## config.mk

```make
export PLATFORM = sky130hd
export DESIGN_NAME = diff_hunk_stream_parser_top_flat
export DESIGN_NICKNAME = d
export VERILOG_FILES = /design/src/dhp_pkg.sv /design/src/dhp_if.sv /design/src/dhp_front.sv /design/src/dhp_back.sv /design/src/diff_hunk_stream_parser_top.sv /design/src/flat_wrapper.sv
export SDC_FILE = /design/constraint.sdc
export NUM_CORES = 1
export LEC_CHECK = 0
export ABC_AREA = 1
export BUFFER_PORTS_ARGS = -buffer_cell sky130_fd_sc_hd__clkbuf_2
export CAP_MARGIN = 20
export CORE_UTILIZATION = 41
export DETAILED_ROUTE_END_ITERATION = 7
export SLEW_MARGIN = 15
export SYNTH_ARGS = -nofsm -noshare
export SYNTH_HDL_FRONTEND = slang
export SYNTH_SLANG_ARGS = --single-unit
```

## constraint.sdc

```tcl
create_clock -name clock -period 9.1 [get_ports clock]
set_input_delay 0 -clock clock [delete_from_list [all_inputs] [get_ports clock]]
set_output_delay 0 -clock clock [all_outputs]
set_load 0.1 [all_outputs]
```

## src/dhp_pkg.sv

```systemverilog
package dhp_pkg;

   localparam int NumberBitsDefault = 32;
   localparam int QueueDepth = 2;

   typedef enum logic [3:0] {
      PH_MATCH,
      PH_OLD_START,
      PH_OLD_COUNT,
      PH_PLUS,
      PH_NEW_START,
      PH_NEW_COUNT,
      PH_AT,
      PH_HDR_REST,
      PH_BODY_START,
      PH_BODY_REST,
      PH_PEEK,
      PH_MARK,
      PH_IDLE
   } phase_type;

   typedef enum logic [2:0] {
      EV_HEADER    = 3'd0,
      EV_LINE      = 3'd1,
      EV_NONL      = 3'd2,
      EV_ENDED     = 3'd3,
      EV_MALFORMED = 3'd4,
      EV_TRUNC     = 3'd5
   } event_type;

   typedef enum logic [1:0] {
      LK_REMOVED = 2'd0,
      LK_CONTEXT = 2'd1,
      LK_ADDED   = 2'd2
   } kind_type;

   // byte classes, which with the low digit nibble are all the back end needs to know about a text byte
   typedef enum logic [3:0] {
      CC_DIGIT,
      CC_COMMA,
      CC_SPACE,
      CC_PLUS,
      CC_MINUS,
      CC_AT,
      CC_NL,
      CC_BSLASH,
      CC_CTX,       // '=', tab, NUL
      CC_OTHER
   } class_type;

   typedef struct packed {
      logic       eof;
      class_type  cls;
      logic [3:0] digit;
   } qent_type;

   function automatic class_type classify(input logic [7:0] c);
      class_type r;
      r = CC_OTHER;
      if (c >= 8'h30 && c <= 8'h39) r = CC_DIGIT;
      else case (c)
         8'h2C: r = CC_COMMA;
         8'h20: r = CC_SPACE;
         8'h2B: r = CC_PLUS;
         8'h2D: r = CC_MINUS;
         8'h40: r = CC_AT;
         8'h0A: r = CC_NL;
         8'h5C: r = CC_BSLASH;
         8'h3D, 8'h09, 8'h00: r = CC_CTX;
         default: r = CC_OTHER;
      endcase
      return r;
   endfunction

endpackage

```

## src/dhp_if.sv

```systemverilog
interface dhp_req_if;
   logic       valid;
   logic       ready;
   logic [7:0] data_byte;
   logic       end_of_input;
   modport source (output valid, data_byte, end_of_input, input ready);
   modport sink (input valid, data_byte, end_of_input, output ready);
endinterface

interface dhp_rsp_if;
   logic        valid;
   logic        ready;
   logic [2:0]  event_res;
   logic [1:0]  line_kind;
   logic [31:0] old_start;
   logic [31:0] old_count;
   logic [31:0] new_start;
   logic [31:0] new_count;
   logic        last;
   modport source (output valid, event_res, line_kind, old_start, old_count,
                   new_start, new_count, last, input ready);
   modport sink (input valid, event_res, line_kind, old_start, old_count,
                 new_start, new_count, last, output ready);
endinterface

```

## src/dhp_front.sv

```systemverilog
module dhp_front
   import dhp_pkg::*;
(
   input  logic     clock,
   input  logic     reset,
   input  logic     in_valid,
   output logic     in_ready,
   input  logic [7:0] in_byte,
   input  logic     in_eof,
   output logic     q_valid,
   input  logic     q_pop,
   output qent_type q_head
);
   qent_type   mem_ff [QueueDepth];
   logic       wptr_ff, wptr_in;
   logic       rptr_ff, rptr_in;
   logic [1:0] cnt_ff, cnt_in;
   logic       push, pop;
   qent_type   ent;

   assign in_ready = (cnt_ff != 2'(QueueDepth));
   assign q_valid  = (cnt_ff != 2'd0);
   assign q_head   = mem_ff[rptr_ff];
   assign push     = in_valid && in_ready;
   assign pop      = q_pop && q_valid;

   always_comb begin
      ent.eof   = in_eof;
      ent.cls   = classify(in_byte);
      ent.digit = in_byte[3:0];
      wptr_in   = push ? ~wptr_ff : wptr_ff;
      rptr_in   = pop ? ~rptr_ff : rptr_ff;
      cnt_in    = cnt_ff + 2'(push) - 2'(pop);
   end

   always_ff @(posedge clock) begin
      if (reset) begin
         wptr_ff <= 1'b0;
         rptr_ff <= 1'b0;
         cnt_ff  <= 2'd0;
      end else begin
         wptr_ff <= wptr_in;
         rptr_ff <= rptr_in;
         cnt_ff  <= cnt_in;
      end
      if (push) mem_ff[wptr_ff] <= ent;
   end
endmodule

```

## src/dhp_back.sv

```systemverilog
module dhp_back
   import dhp_pkg::*;
#(
   parameter int NUMBER_BITS = NumberBitsDefault
) (
   input  logic     clock,
   input  logic     reset,
   input  logic     q_valid,
   output logic     q_pop,
   input  qent_type q_head,
   dhp_rsp_if.source rsp
);
   localparam int N = NUMBER_BITS;
   localparam logic [N+4:0] MaxWide = (N+5)'((((N+5)'(1)) << N) - 1);
   localparam logic [N:0]   MaxN1   = {1'b0, {N{1'b1}}};
   localparam logic [N+1:0] MaxN2   = {2'b00, {N{1'b1}}};
   localparam logic [N:0]   Sentinel = {1'b1, {N{1'b0}}};

   phase_type  phase_ff, phase_in;
   logic [1:0] mpos_ff, mpos_in;
   logic [N:0] acc_ff, acc_in;
   logic       seen_ff, seen_in;
   logic [N-1:0] os_ff, os_in, oc_ff, oc_in, ns_ff, ns_in, nc_ff, nc_in;
   logic [N-1:0] orem_ff, orem_in, nrem_ff, nrem_in;
   kind_type   kind_ff, kind_in;
   logic       peek_ff, peek_in;

   logic        ov_ff, ov_in;
   event_type   oev_ff, oev_in;
   kind_type    okind_ff, okind_in;
   logic [31:0] oos_ff, oos_in, ooc_ff, ooc_in, ons_ff, ons_in, onc_ff, onc_in;

   phase_type  eff;
   logic       emit, do_at, do_done, num_ok, c_digit;
   event_type  ev;
   kind_type   kd;
   logic [N+4:0] acc_t;
   logic [N-1:0] num_val;
   logic [N:0]   sum_o, sum_n;
   logic [N+1:0] sum_c;

   assign q_pop     = q_valid && (!ov_ff || rsp.ready);
   assign rsp.valid     = ov_ff;
   assign rsp.event_res = oev_ff;
   assign rsp.line_kind = okind_ff;
   assign rsp.old_start = oos_ff;
   assign rsp.old_count = ooc_ff;
   assign rsp.new_start = ons_ff;
   assign rsp.new_count = onc_ff;
   assign rsp.last      = 1'b1;

   always_comb begin
      phase_in = phase_ff; mpos_in = mpos_ff; acc_in = acc_ff; seen_in = seen_ff;
      os_in = os_ff; oc_in = oc_ff; ns_in = ns_ff; nc_in = nc_ff;
      orem_in = orem_ff; nrem_in = nrem_ff; kind_in = kind_ff; peek_in = peek_ff;
      emit = 1'b0; do_at = 1'b0; do_done = 1'b0;
      ev = EV_HEADER; kd = LK_REMOVED;
      sum_o = '0; sum_n = '0; sum_c = '0;
      c_digit = (q_head.cls == CC_DIGIT);
      // decimal step: acc*10 + d, saturating to the sentinel above the limit
      acc_t = {acc_ff, 3'b000} + {2'b00, acc_ff, 1'b0} + (N+5)'(q_head.digit);
      num_ok  = seen_ff && !acc_ff[N];
      num_val = acc_ff[N-1:0];

      // a peeked line that is not a marker is the start of the next line
      eff = phase_ff;
      if (phase_ff == PH_PEEK && q_head.cls != CC_BSLASH)
         eff = (orem_ff == '0 && nrem_ff == '0) ? PH_MATCH : PH_BODY_START;

      if (q_valid && q_pop && phase_ff != PH_IDLE) begin
         if (q_head.eof) begin
            emit = 1'b1;
            phase_in = PH_IDLE;
            if (phase_ff == PH_MATCH) ev = EV_ENDED;
            else if (phase_ff <= PH_AT) ev = EV_MALFORMED;
            else if (orem_ff < N'(3) && nrem_ff < N'(3)) ev = EV_ENDED;
            else ev = EV_TRUNC;
         end else if (c_digit && (eff == PH_OLD_START || eff == PH_OLD_COUNT ||
                                  eff == PH_NEW_START || eff == PH_NEW_COUNT)) begin
            acc_in  = (acc_ff[N] || acc_t > MaxWide) ? Sentinel : acc_t[N:0];
            seen_in = 1'b1;
         end else begin
            phase_in = eff;
            if (eff == PH_OLD_START || eff == PH_OLD_COUNT ||
                eff == PH_NEW_START || eff == PH_NEW_COUNT) begin
               acc_in  = '0;
               seen_in = 1'b0;
            end
            case (eff)
               PH_MATCH: begin
                  if ((mpos_ff <= 2'd1 && q_head.cls == CC_AT) ||
                      (mpos_ff == 2'd2 && q_head.cls == CC_SPACE) ||
                      (mpos_ff == 2'd3 && q_head.cls == CC_MINUS)) begin
                     mpos_in = mpos_ff + 2'd1;
                     if (mpos_ff == 2'd3) phase_in = PH_OLD_START;
                  end else begin
                     mpos_in = 2'd0; emit = 1'b1; ev = EV_ENDED; phase_in = PH_IDLE;
                  end
               end
               PH_OLD_START, PH_OLD_COUNT: begin
                  if (!num_ok) begin
                     emit = 1'b1; ev = EV_MALFORMED; phase_in = PH_IDLE;
                  end else begin
                     if (eff == PH_OLD_START) begin
                        os_in = num_val;
                        oc_in = N'(1);
                     end else begin
                        oc_in = num_val;
                     end
                     if (eff == PH_OLD_START && q_head.cls == CC_COMMA)
                        phase_in = PH_OLD_COUNT;
                     else if (q_head.cls == CC_SPACE) phase_in = PH_PLUS;
                     else if (q_head.cls == CC_PLUS) phase_in = PH_NEW_START;
                     else begin
                        emit = 1'b1; ev = EV_MALFORMED; phase_in = PH_IDLE;
                     end
                  end
               end
               PH_PLUS: begin
                  if (q_head.cls == CC_PLUS) phase_in = PH_NEW_START;
                  else begin
                     emit = 1'b1; ev = EV_MALFORMED; phase_in = PH_IDLE;
                  end
               end
               PH_NEW_START, PH_NEW_COUNT: begin
                  if (!num_ok) begin
                     emit = 1'b1; ev = EV_MALFORMED; phase_in = PH_IDLE;
                  end else begin
                     if (eff == PH_NEW_START) begin
                        ns_in = num_val;
                        nc_in = N'(1);
                     end else begin
                        nc_in = num_val;
                     end
                     if (eff == PH_NEW_START && q_head.cls == CC_COMMA)
                        phase_in = PH_NEW_COUNT;
                     else if (q_head.cls == CC_SPACE) phase_in = PH_AT;
                     else do_at = 1'b1;
                  end
               end
               PH_AT: do_at = 1'b1;
               PH_HDR_REST, PH_MARK: begin
                  if (q_head.cls == CC_NL) begin
                     mpos_in = 2'd0;
                     phase_in = (orem_ff == '0 && nrem_ff == '0) ? PH_MATCH
                                                                : PH_BODY_START;
                  end
               end
               PH_BODY_START: begin
                  emit = 1'b1;
                  if (q_head.cls == CC_MINUS) kd = LK_REMOVED;
                  else if (q_head.cls == CC_PLUS) kd = LK_ADDED;
                  else kd = LK_CONTEXT;
                  if (!(q_head.cls == CC_MINUS || q_head.cls == CC_PLUS ||
                        q_head.cls == CC_SPACE || q_head.cls == CC_CTX ||
                        q_head.cls == CC_NL) ||
                      (kd != LK_ADDED && orem_ff == '0) ||
                      (kd != LK_REMOVED && nrem_ff == '0)) begin
                     ev = EV_MALFORMED; kd = LK_REMOVED; phase_in = PH_IDLE;
                  end else begin
                     ev = EV_LINE;
                     if (kd != LK_ADDED) orem_in = orem_ff - N'(1);
                     if (kd != LK_REMOVED) nrem_in = nrem_ff - N'(1);
                     kind_in = kd;
                     peek_in = (kd == LK_REMOVED && orem_in == '0) ||
                               (kd == LK_ADDED && nrem_in == '0);
                     if (q_head.cls == CC_NL) do_done = 1'b1;
                     else phase_in = PH_BODY_REST;
                  end
               end
               PH_BODY_REST: if (q_head.cls == CC_NL) do_done = 1'b1;
               PH_PEEK: begin
                  // only a backslash gets here
                  phase_in = PH_MARK;
                  if (kind_ff == LK_ADDED) begin
                     emit = 1'b1; ev = EV_NONL;
                  end
               end
               default: phase_in = PH_IDLE;
            endcase
            if (do_done) begin
               if (peek_in) begin
                  peek_in = 1'b0; phase_in = PH_PEEK;
               end else begin
                  mpos_in = 2'd0;
                  phase_in = (orem_in == '0 && nrem_in == '0) ? PH_MATCH
                                                              : PH_BODY_START;
               end
            end
            if (do_at) begin
               sum_o = {1'b0, os_in} + {1'b0, oc_in};
               sum_n = {1'b0, ns_in} + {1'b0, nc_in};
               sum_c = {2'b00, oc_in} + {2'b00, nc_in} + (N+2)'(1);
               emit = 1'b1;
               if (q_head.cls != CC_AT || sum_o >= MaxN1 || sum_n >= MaxN1 ||
                   sum_c >= MaxN2) begin
                  ev = EV_MALFORMED; phase_in = PH_IDLE;
               end else begin
                  ev = EV_HEADER;
                  if (oc_in == '0) os_in = os_in + N'(1);
                  orem_in = oc_in;
                  nrem_in = nc_in;
                  phase_in = PH_HDR_REST;
               end
            end
         end
      end

      ov_in = ov_ff && !rsp.ready;
      oev_in = oev_ff; okind_in = okind_ff;
      oos_in = oos_ff; ooc_in = ooc_ff; ons_in = ons_ff; onc_in = onc_ff;
      if (emit) begin
         ov_in = 1'b1;
         oev_in = ev;
         okind_in = kd;
         oos_in = (ev == EV_HEADER) ? 32'(os_in) : 32'd0;
         ooc_in = (ev == EV_HEADER) ? 32'(oc_in) : 32'd0;
         ons_in = (ev == EV_HEADER) ? 32'(ns_in) : 32'd0;
         onc_in = (ev == EV_HEADER) ? 32'(nc_in) : 32'd0;
      end
   end

   always_ff @(posedge clock) begin
      if (reset) begin
         phase_ff <= PH_MATCH; mpos_ff <= 2'd0; acc_ff <= '0; seen_ff <= 1'b0;
         os_ff <= '0; oc_ff <= '0; ns_ff <= '0; nc_ff <= '0;
         orem_ff <= '0; nrem_ff <= '0; kind_ff <= LK_REMOVED; peek_ff <= 1'b0;
         ov_ff <= 1'b0;
      end else begin
         phase_ff <= phase_in; mpos_ff <= mpos_in; acc_ff <= acc_in; seen_ff <= seen_in;
         os_ff <= os_in; oc_ff <= oc_in; ns_ff <= ns_in; nc_ff <= nc_in;
         orem_ff <= orem_in; nrem_ff <= nrem_in; kind_ff <= kind_in; peek_ff <= peek_in;
         ov_ff <= ov_in;
      end
      oev_ff <= oev_in; okind_ff <= okind_in;
      oos_ff <= oos_in; ooc_ff <= ooc_in; ons_ff <= ons_in; onc_ff <= onc_in;
   end
endmodule

```

## src/diff_hunk_stream_parser_top.sv

```systemverilog
// An item that causes an event has it valid on rsp_ch once it has passed a queue
// entry and then the parser step into the result register.
// Throughput: one item per cycle, set by the parser step, while the result register is empty or rsp_ch is ready.
// Synchronous active-high reset clears the queue, parser state and result valid;
// after an ended, malformed or truncated event the parser stays halted until reset.
module diff_hunk_stream_parser_top
   import dhp_pkg::*;
#(
   parameter int NUMBER_BITS = NumberBitsDefault
) (
   input logic clock,
   input logic reset,
   dhp_req_if.sink   req_ch,
   dhp_rsp_if.source rsp_ch
);
   logic     q_valid, q_pop;
   qent_type q_head;

   dhp_front u_front (
      .clock    (clock),
      .reset    (reset),
      .in_valid (req_ch.valid),
      .in_ready (req_ch.ready),
      .in_byte  (req_ch.data_byte),
      .in_eof   (req_ch.end_of_input),
      .q_valid  (q_valid),
      .q_pop    (q_pop),
      .q_head   (q_head)
   );

   dhp_back #(.NUMBER_BITS(NUMBER_BITS)) u_back (
      .clock   (clock),
      .reset   (reset),
      .q_valid (q_valid),
      .q_pop   (q_pop),
      .q_head  (q_head),
      .rsp     (rsp_ch)
   );
endmodule
```

## src/flat_wrapper.sv

```systemverilog
// flat-port wrapper written by rule: the top's interface ports become plain ports
module diff_hunk_stream_parser_top_flat import dhp_pkg::*;
#(
   parameter int NUMBER_BITS = NumberBitsDefault
)
  (clock, reset, req_ch_valid, req_ch_data_byte, req_ch_end_of_input, req_ch_ready, rsp_ch_valid, rsp_ch_event_res, rsp_ch_line_kind, rsp_ch_old_start, rsp_ch_old_count, rsp_ch_new_start, rsp_ch_new_count, rsp_ch_last, rsp_ch_ready);
  dhp_req_if req_ch_i ();
  dhp_rsp_if rsp_ch_i ();
  input logic clock;
  input logic reset;
  input wire logic [$bits(req_ch_i.valid)-1:0] req_ch_valid;
  input wire logic [$bits(req_ch_i.data_byte)-1:0] req_ch_data_byte;
  input wire logic [$bits(req_ch_i.end_of_input)-1:0] req_ch_end_of_input;
  output wire logic [$bits(req_ch_i.ready)-1:0] req_ch_ready;
  output wire logic [$bits(rsp_ch_i.valid)-1:0] rsp_ch_valid;
  output wire logic [$bits(rsp_ch_i.event_res)-1:0] rsp_ch_event_res;
  output wire logic [$bits(rsp_ch_i.line_kind)-1:0] rsp_ch_line_kind;
  output wire logic [$bits(rsp_ch_i.old_start)-1:0] rsp_ch_old_start;
  output wire logic [$bits(rsp_ch_i.old_count)-1:0] rsp_ch_old_count;
  output wire logic [$bits(rsp_ch_i.new_start)-1:0] rsp_ch_new_start;
  output wire logic [$bits(rsp_ch_i.new_count)-1:0] rsp_ch_new_count;
  output wire logic [$bits(rsp_ch_i.last)-1:0] rsp_ch_last;
  input wire logic [$bits(rsp_ch_i.ready)-1:0] rsp_ch_ready;
  assign req_ch_i.valid = req_ch_valid;
  assign req_ch_i.data_byte = req_ch_data_byte;
  assign req_ch_i.end_of_input = req_ch_end_of_input;
  assign req_ch_ready = req_ch_i.ready;
  assign rsp_ch_valid = rsp_ch_i.valid;
  assign rsp_ch_event_res = rsp_ch_i.event_res;
  assign rsp_ch_line_kind = rsp_ch_i.line_kind;
  assign rsp_ch_old_start = rsp_ch_i.old_start;
  assign rsp_ch_old_count = rsp_ch_i.old_count;
  assign rsp_ch_new_start = rsp_ch_i.new_start;
  assign rsp_ch_new_count = rsp_ch_i.new_count;
  assign rsp_ch_last = rsp_ch_i.last;
  assign rsp_ch_i.ready = rsp_ch_ready;
  diff_hunk_stream_parser_top #(.NUMBER_BITS(NUMBER_BITS)) u_core (.clock(clock), .reset(reset), .req_ch(req_ch_i), .rsp_ch(rsp_ch_i));
endmodule
```

==> results.cfg <==
[clock_tree]
cts_num_sinks = 392
cts_post_setup_buffers_inserted = 0
cts_tree = yes
max-clock-path-buffers = 3
cts-resized-gates = 0
cts_inserted_buffers = 46
clock_root_buffer = sky130_fd_sc_hd__clkbuf_16
hold_buffers = 11
cts.htree.levels = 2
clkTransAtPathRegs_ns = 0.06
clock_latency_ns = 0.61

[worst_setup_path]
rrSetupSlack_ns = 0.95
path_class = reg2reg
rr_worst_depth = 42
critical_path.reg2reg.endpoint = u_core.u_back.rsp.old_count[29]$_SDFFCE_PP0P_
crit_path_max_fanout = 64
worst_path_most_repeated_cell = sky130_fd_sc_hd__nand2_1
crit_path_end_kind = register
timing.critical_path.slowest_cell_delay_ns = 0.55
worst_ep_arrival_time_ns = 8.47
crit_slowest_cell = sky130_fd_sc_hd__dfxtp_1
data_required_time_of_the_critical_path_ns = 9.42
cp-start-kind = register

[floorplanning]
die_width_um = 271
floorplan.io_pins = 149
num_rows = 98
coreArea_mm2 = 0.0715
start_util_pct = 41.4
die_footprint_mm2 = 0.0733
die-height_um = 271

[detailed_routing]
drt-total-wl_um = 112000
final_antenna_net_count = 0
detail_route.vias_per_cell = 5.45
drt_first_pass_iters = 7
dr.first_iter.drc_count = 2794
vias = 30300
post_drt_wl_per_cell_um = 20.2
drcViolationCount = 0

[logic_synthesis]
yosys_warnings = 0
synth_enable_flop_cells = 151
post-synth-top-area-cell = sky130_fd_sc_hd__dfxtp_1
synth_area_mm2 = 0.0296
post_syn_nets = 4644
post_synth_num_cell_types = 64
synth_seq_area_share_pct = 31.6
syn_area_per_cell_um2 = 6.64
yosys_most_used_dff = sky130_fd_sc_hd__dfxtp_1
number_of_standard_cells_after_synthesis = 4459
synth_top_cell_area_share_pct = 16.3
ys_seq_elements = 392
postSynth.asyncResetShare_pct = 0
yosys-top-cells-area = sky130_fd_sc_hd__dfxtp_1 (16%), sky130_fd_sc_hd__edfxtp_1 (15%), sky130_fd_sc_hd__nand2_1 (14%)

[final_layout]
nFillCells = 7445
final_nets = 4760
multiInputGateArea_mm2 = 0.0177
drive_above_1_share_pct = 9.69
regArea_mm2 = 0.00936
areaGrowthSynthToFinish_pct = 12.2

[global_routing]
grt_util_met3_pct = 3.70
grt_antenna_before_repair = 6
groute.layer.met2.usage_pct = 48.6
first_global_vias = 27500
grt_use_met1_pct = 40.3
grt_usage_pct = 30.0
pin_count_of_the_biggest_net_entering_global_routing = 117
top_usage_layer = met2
globalRoute.totalOverflow = 0
wire_length_of_the_first_global_routing_pass_um = 168000

[status]
run_status = finished clean

[timing]
worst-slew-pin-transition_ns = 1.20
finalMaxSlewViolations = 0
timing.final.setup_violations = 0
rsz_0062_raised_after_global_routing = false
max_clock_freq_mhz = 123
fin_skew_ns = 0.0340
layout_worst_path_cycle_share_pct = 89.6
hold_viol_final = 0
setup_tns_ns = 0
worst_slew_margin_rel_pct = 19.4
post-route-min-period_ns = 8.15
whs_ns = 0.0766

[worst_hold_path]
hold_path_startpoint = req_ch_data_byte[5]
hold_depth = 4
worst_hold_path_type = in2reg
worstHoldEndpoint = u_core.u_front.mem_ff[0][4]$_DFFE_PP_

[power]
power_report.internal_total_mw = 5.39
worst_ir_drop_vdd_mv = 0.480
cellLeakagePower_nw = 15.7
proportion_of_power_drawn_by_flip_flops_and_latches_pct = 22.6
sw_frac_of_total_pct = 56.3
comb_power_share_pct = 60.0
switchingPower_mw = 6.94
clkPwrFrac_pct = 17.3
pwr_cell_area_mw_per_mm2 = 371

[placed_design]
place.gp.congestion = 0.989
numPortBuffers = 147
post_detail_place_hpwl_um = 86700

[job]
maxCapViolCount = 0
==> sequential cells by signal (all words and copies together) (netlist names), 2 cells and up, named ones only <==
register	cells
u_core.u_back.os_ff	32
u_core.u_back.ns_ff	32
u_core.u_back.rsp.line_kind	2
u_core.u_back.orem_ff	32
u_core.u_back.oc_ff	32
u_core.u_back.mpos_ff	2
u_core.u_back.rsp.old_count	32
u_core.u_back.nc_ff	32
u_core.u_front.mem_ff	18
u_core.u_back.nrem_ff	32
u_core.u_back.rsp.old_start	32
u_core.u_back.rsp.new_start	32
u_core.u_back.phase_ff	4
u_core.u_back.kind_ff	2
u_core.u_front.cnt_ff	2
u_core.u_back.acc_ff	33
u_core.u_back.rsp.event_res	3
u_core.u_back.rsp.new_count	32
==> worst max path at each step <==
| stage | startpoint | end | slack (ns) | cells past startpoint |
|---|---|---|---|---|
| floorplan | u_core.u_back.phase_ff[3]$_SDFFE_PP0P_ | u_core.u_back.rsp.old_start[13]$_SDFFCE_PP0P_ | 3.11 | 44 |
| finish | register | u_core.u_back.rsp.old_count[29]$_SDFFCE_PP0P_ | 0.95 | 42 |
| global placement | register | u_core.u_back.rsp.old_count[28]$_SDFFCE_PP0P_ | 1.34 | 37 |
| detailed placement | register | u_core.u_back.rsp.new_start[0]$_SDFFCE_PP0P_ | 1.10 | 39 |
| global route | register | u_core.u_back.rsp.new_start[0]$_SDFFCE_PP0P_ | 0.24 | 39 |
| CTS | register | u_core.u_back.rsp.new_start[0]$_SDFFCE_PP0P_ | 1.06 | 39 |
==> cells in the mapped netlist (15+ instances only) <==
cell                       count
sky130_fd_sc_hd__or2_2        45
sky130_fd_sc_hd__inv_1       452
sky130_fd_sc_hd__o21ai_2      15
sky130_fd_sc_hd__nand4_1      88
sky130_fd_sc_hd__o211ai_1     64
sky130_fd_sc_hd__buf_2        20
sky130_fd_sc_hd__inv_2        20
sky130_fd_sc_hd__o21ai_0     352
sky130_fd_sc_hd__nand3_1     216
sky130_fd_sc_hd__nor4_1       30
sky130_fd_sc_hd__buf_6        19
sky130_fd_sc_hd__xor2_1       92
sky130_fd_sc_hd__nor2_1      627
sky130_fd_sc_hd__edfxtp_1    151
sky130_fd_sc_hd__nor3_1       50
sky130_fd_sc_hd__xnor2_1      44
sky130_fd_sc_hd__nand2_1    1143
sky130_fd_sc_hd__a21oi_1     300
sky130_fd_sc_hd__nand2_2      18
sky130_fd_sc_hd__nor2_2       20
sky130_fd_sc_hd__o21ai_1      21
sky130_fd_sc_hd__clkbuf_1    113
sky130_fd_sc_hd__dfxtp_1     241
sky130_fd_sc_hd__nand3b_1     22
sky130_fd_sc_hd__ha_1        168
==> through the flow <==
| step | worst slack [ns] | util (%) | instance area (um2) | instances | total power [mW] |
|---|---|---|---|---|---|
| final | 0.950 | 46.5 | 33200 | 5565 | 12.3 |
| after global routing | 0.241 | 46.5 | 33200 | 5563 | 13.0 |
| after CTS | 1.06 | 46.4 | 33200 | 5562 | 12.3 |
| after detailed placement | 1.10 | 43.8 | 31300 | 5465 | 10.1 |
| after global placement | 1.34 | 43.8 | 31300 | 5465 | 10.1 |
| after floorplan | 3.11 | - | 29600 | 4459 | 8.34 |
==> cells by family after synthesis <==
kind of cell	after synthesis	synth area share, %
AO/OA/AOI/OAI	819	15.3
flip-flops	392	31.6
other	1	0.0127
XOR/XNOR	136	4.02
buffers and inverters	638	8.75
multiplexers	2	0.0676
adder cells (fa/ha/maj)	172	7.37
AND/OR/NAND/NOR	2299	32.9
==> critical path: cells and delay by family, from the launching register on <==
kind	cells	cell delay, ns
AO/OA/AOI/OAI	7	1.36
adder cells (fa/ha/maj)	2	0.63
flip-flops	1	0.55
buffers and inverters	6	1.40
AND/OR/NAND/NOR	27	3.80
==> layer usage <==
metal,up-vias,share of wire (%)
li1,15000,-
met1,14100,43
met2,1029,45
met3,190,7.1
met4,0,4.1
met5,-,0
==> power by group through the flow <==
stage	logic (mW)	clock network (mW)	registers, mW
5_1_grt	7.88	2.23	2.84
3_3_place_gp	7.32	0	2.83
3_5_place_dp	7.30	0	2.82
2_1_floorplan	3.27	0	5.07
4_1_cts	7.34	2.17	2.79
6_report	7.40	2.14	2.79
==> cell type report <==
| cell class | count | area share, % |
|---|---|---|
| Clock inverter | 32 | 1.44 |
| Antenna cell | 2 | 0.0151 |
| Sequential cell | 392 | 28.2 |
| Clock buffer | 54 | 3.80 |
| Inverter | 475 | 5.39 |
| Timing Repair Buffer | 231 | 4.30 |
| Multi-Input combinational cell | 3429 | 53.3 |
| Tap cell | 950 | 3.58 |
==> layout by cell type, fill, tap and decap left out, types with 64 or more instances in the layout <==
| master | n |
|---|---|
| sky130_fd_sc_hd__nand4_1 | 88 |
| sky130_fd_sc_hd__o21ai_0 | 349 |
| sky130_fd_sc_hd__inv_1 | 451 |
| sky130_fd_sc_hd__dfxtp_1 | 241 |
| sky130_fd_sc_hd__clkbuf_2 | 146 |
| sky130_fd_sc_hd__nor2_1 | 623 |
| sky130_fd_sc_hd__edfxtp_1 | 151 |
| sky130_fd_sc_hd__nand3_1 | 216 |
| sky130_fd_sc_hd__o211ai_1 | 64 |
| sky130_fd_sc_hd__ha_1 | 168 |
| sky130_fd_sc_hd__nand2_1 | 1141 |
| sky130_fd_sc_hd__a21oi_1 | 300 |
| sky130_fd_sc_hd__xor2_1 | 92 |
| sky130_fd_sc_hd__buf_4 | 71 |
(Power assumes the default switching activity.)
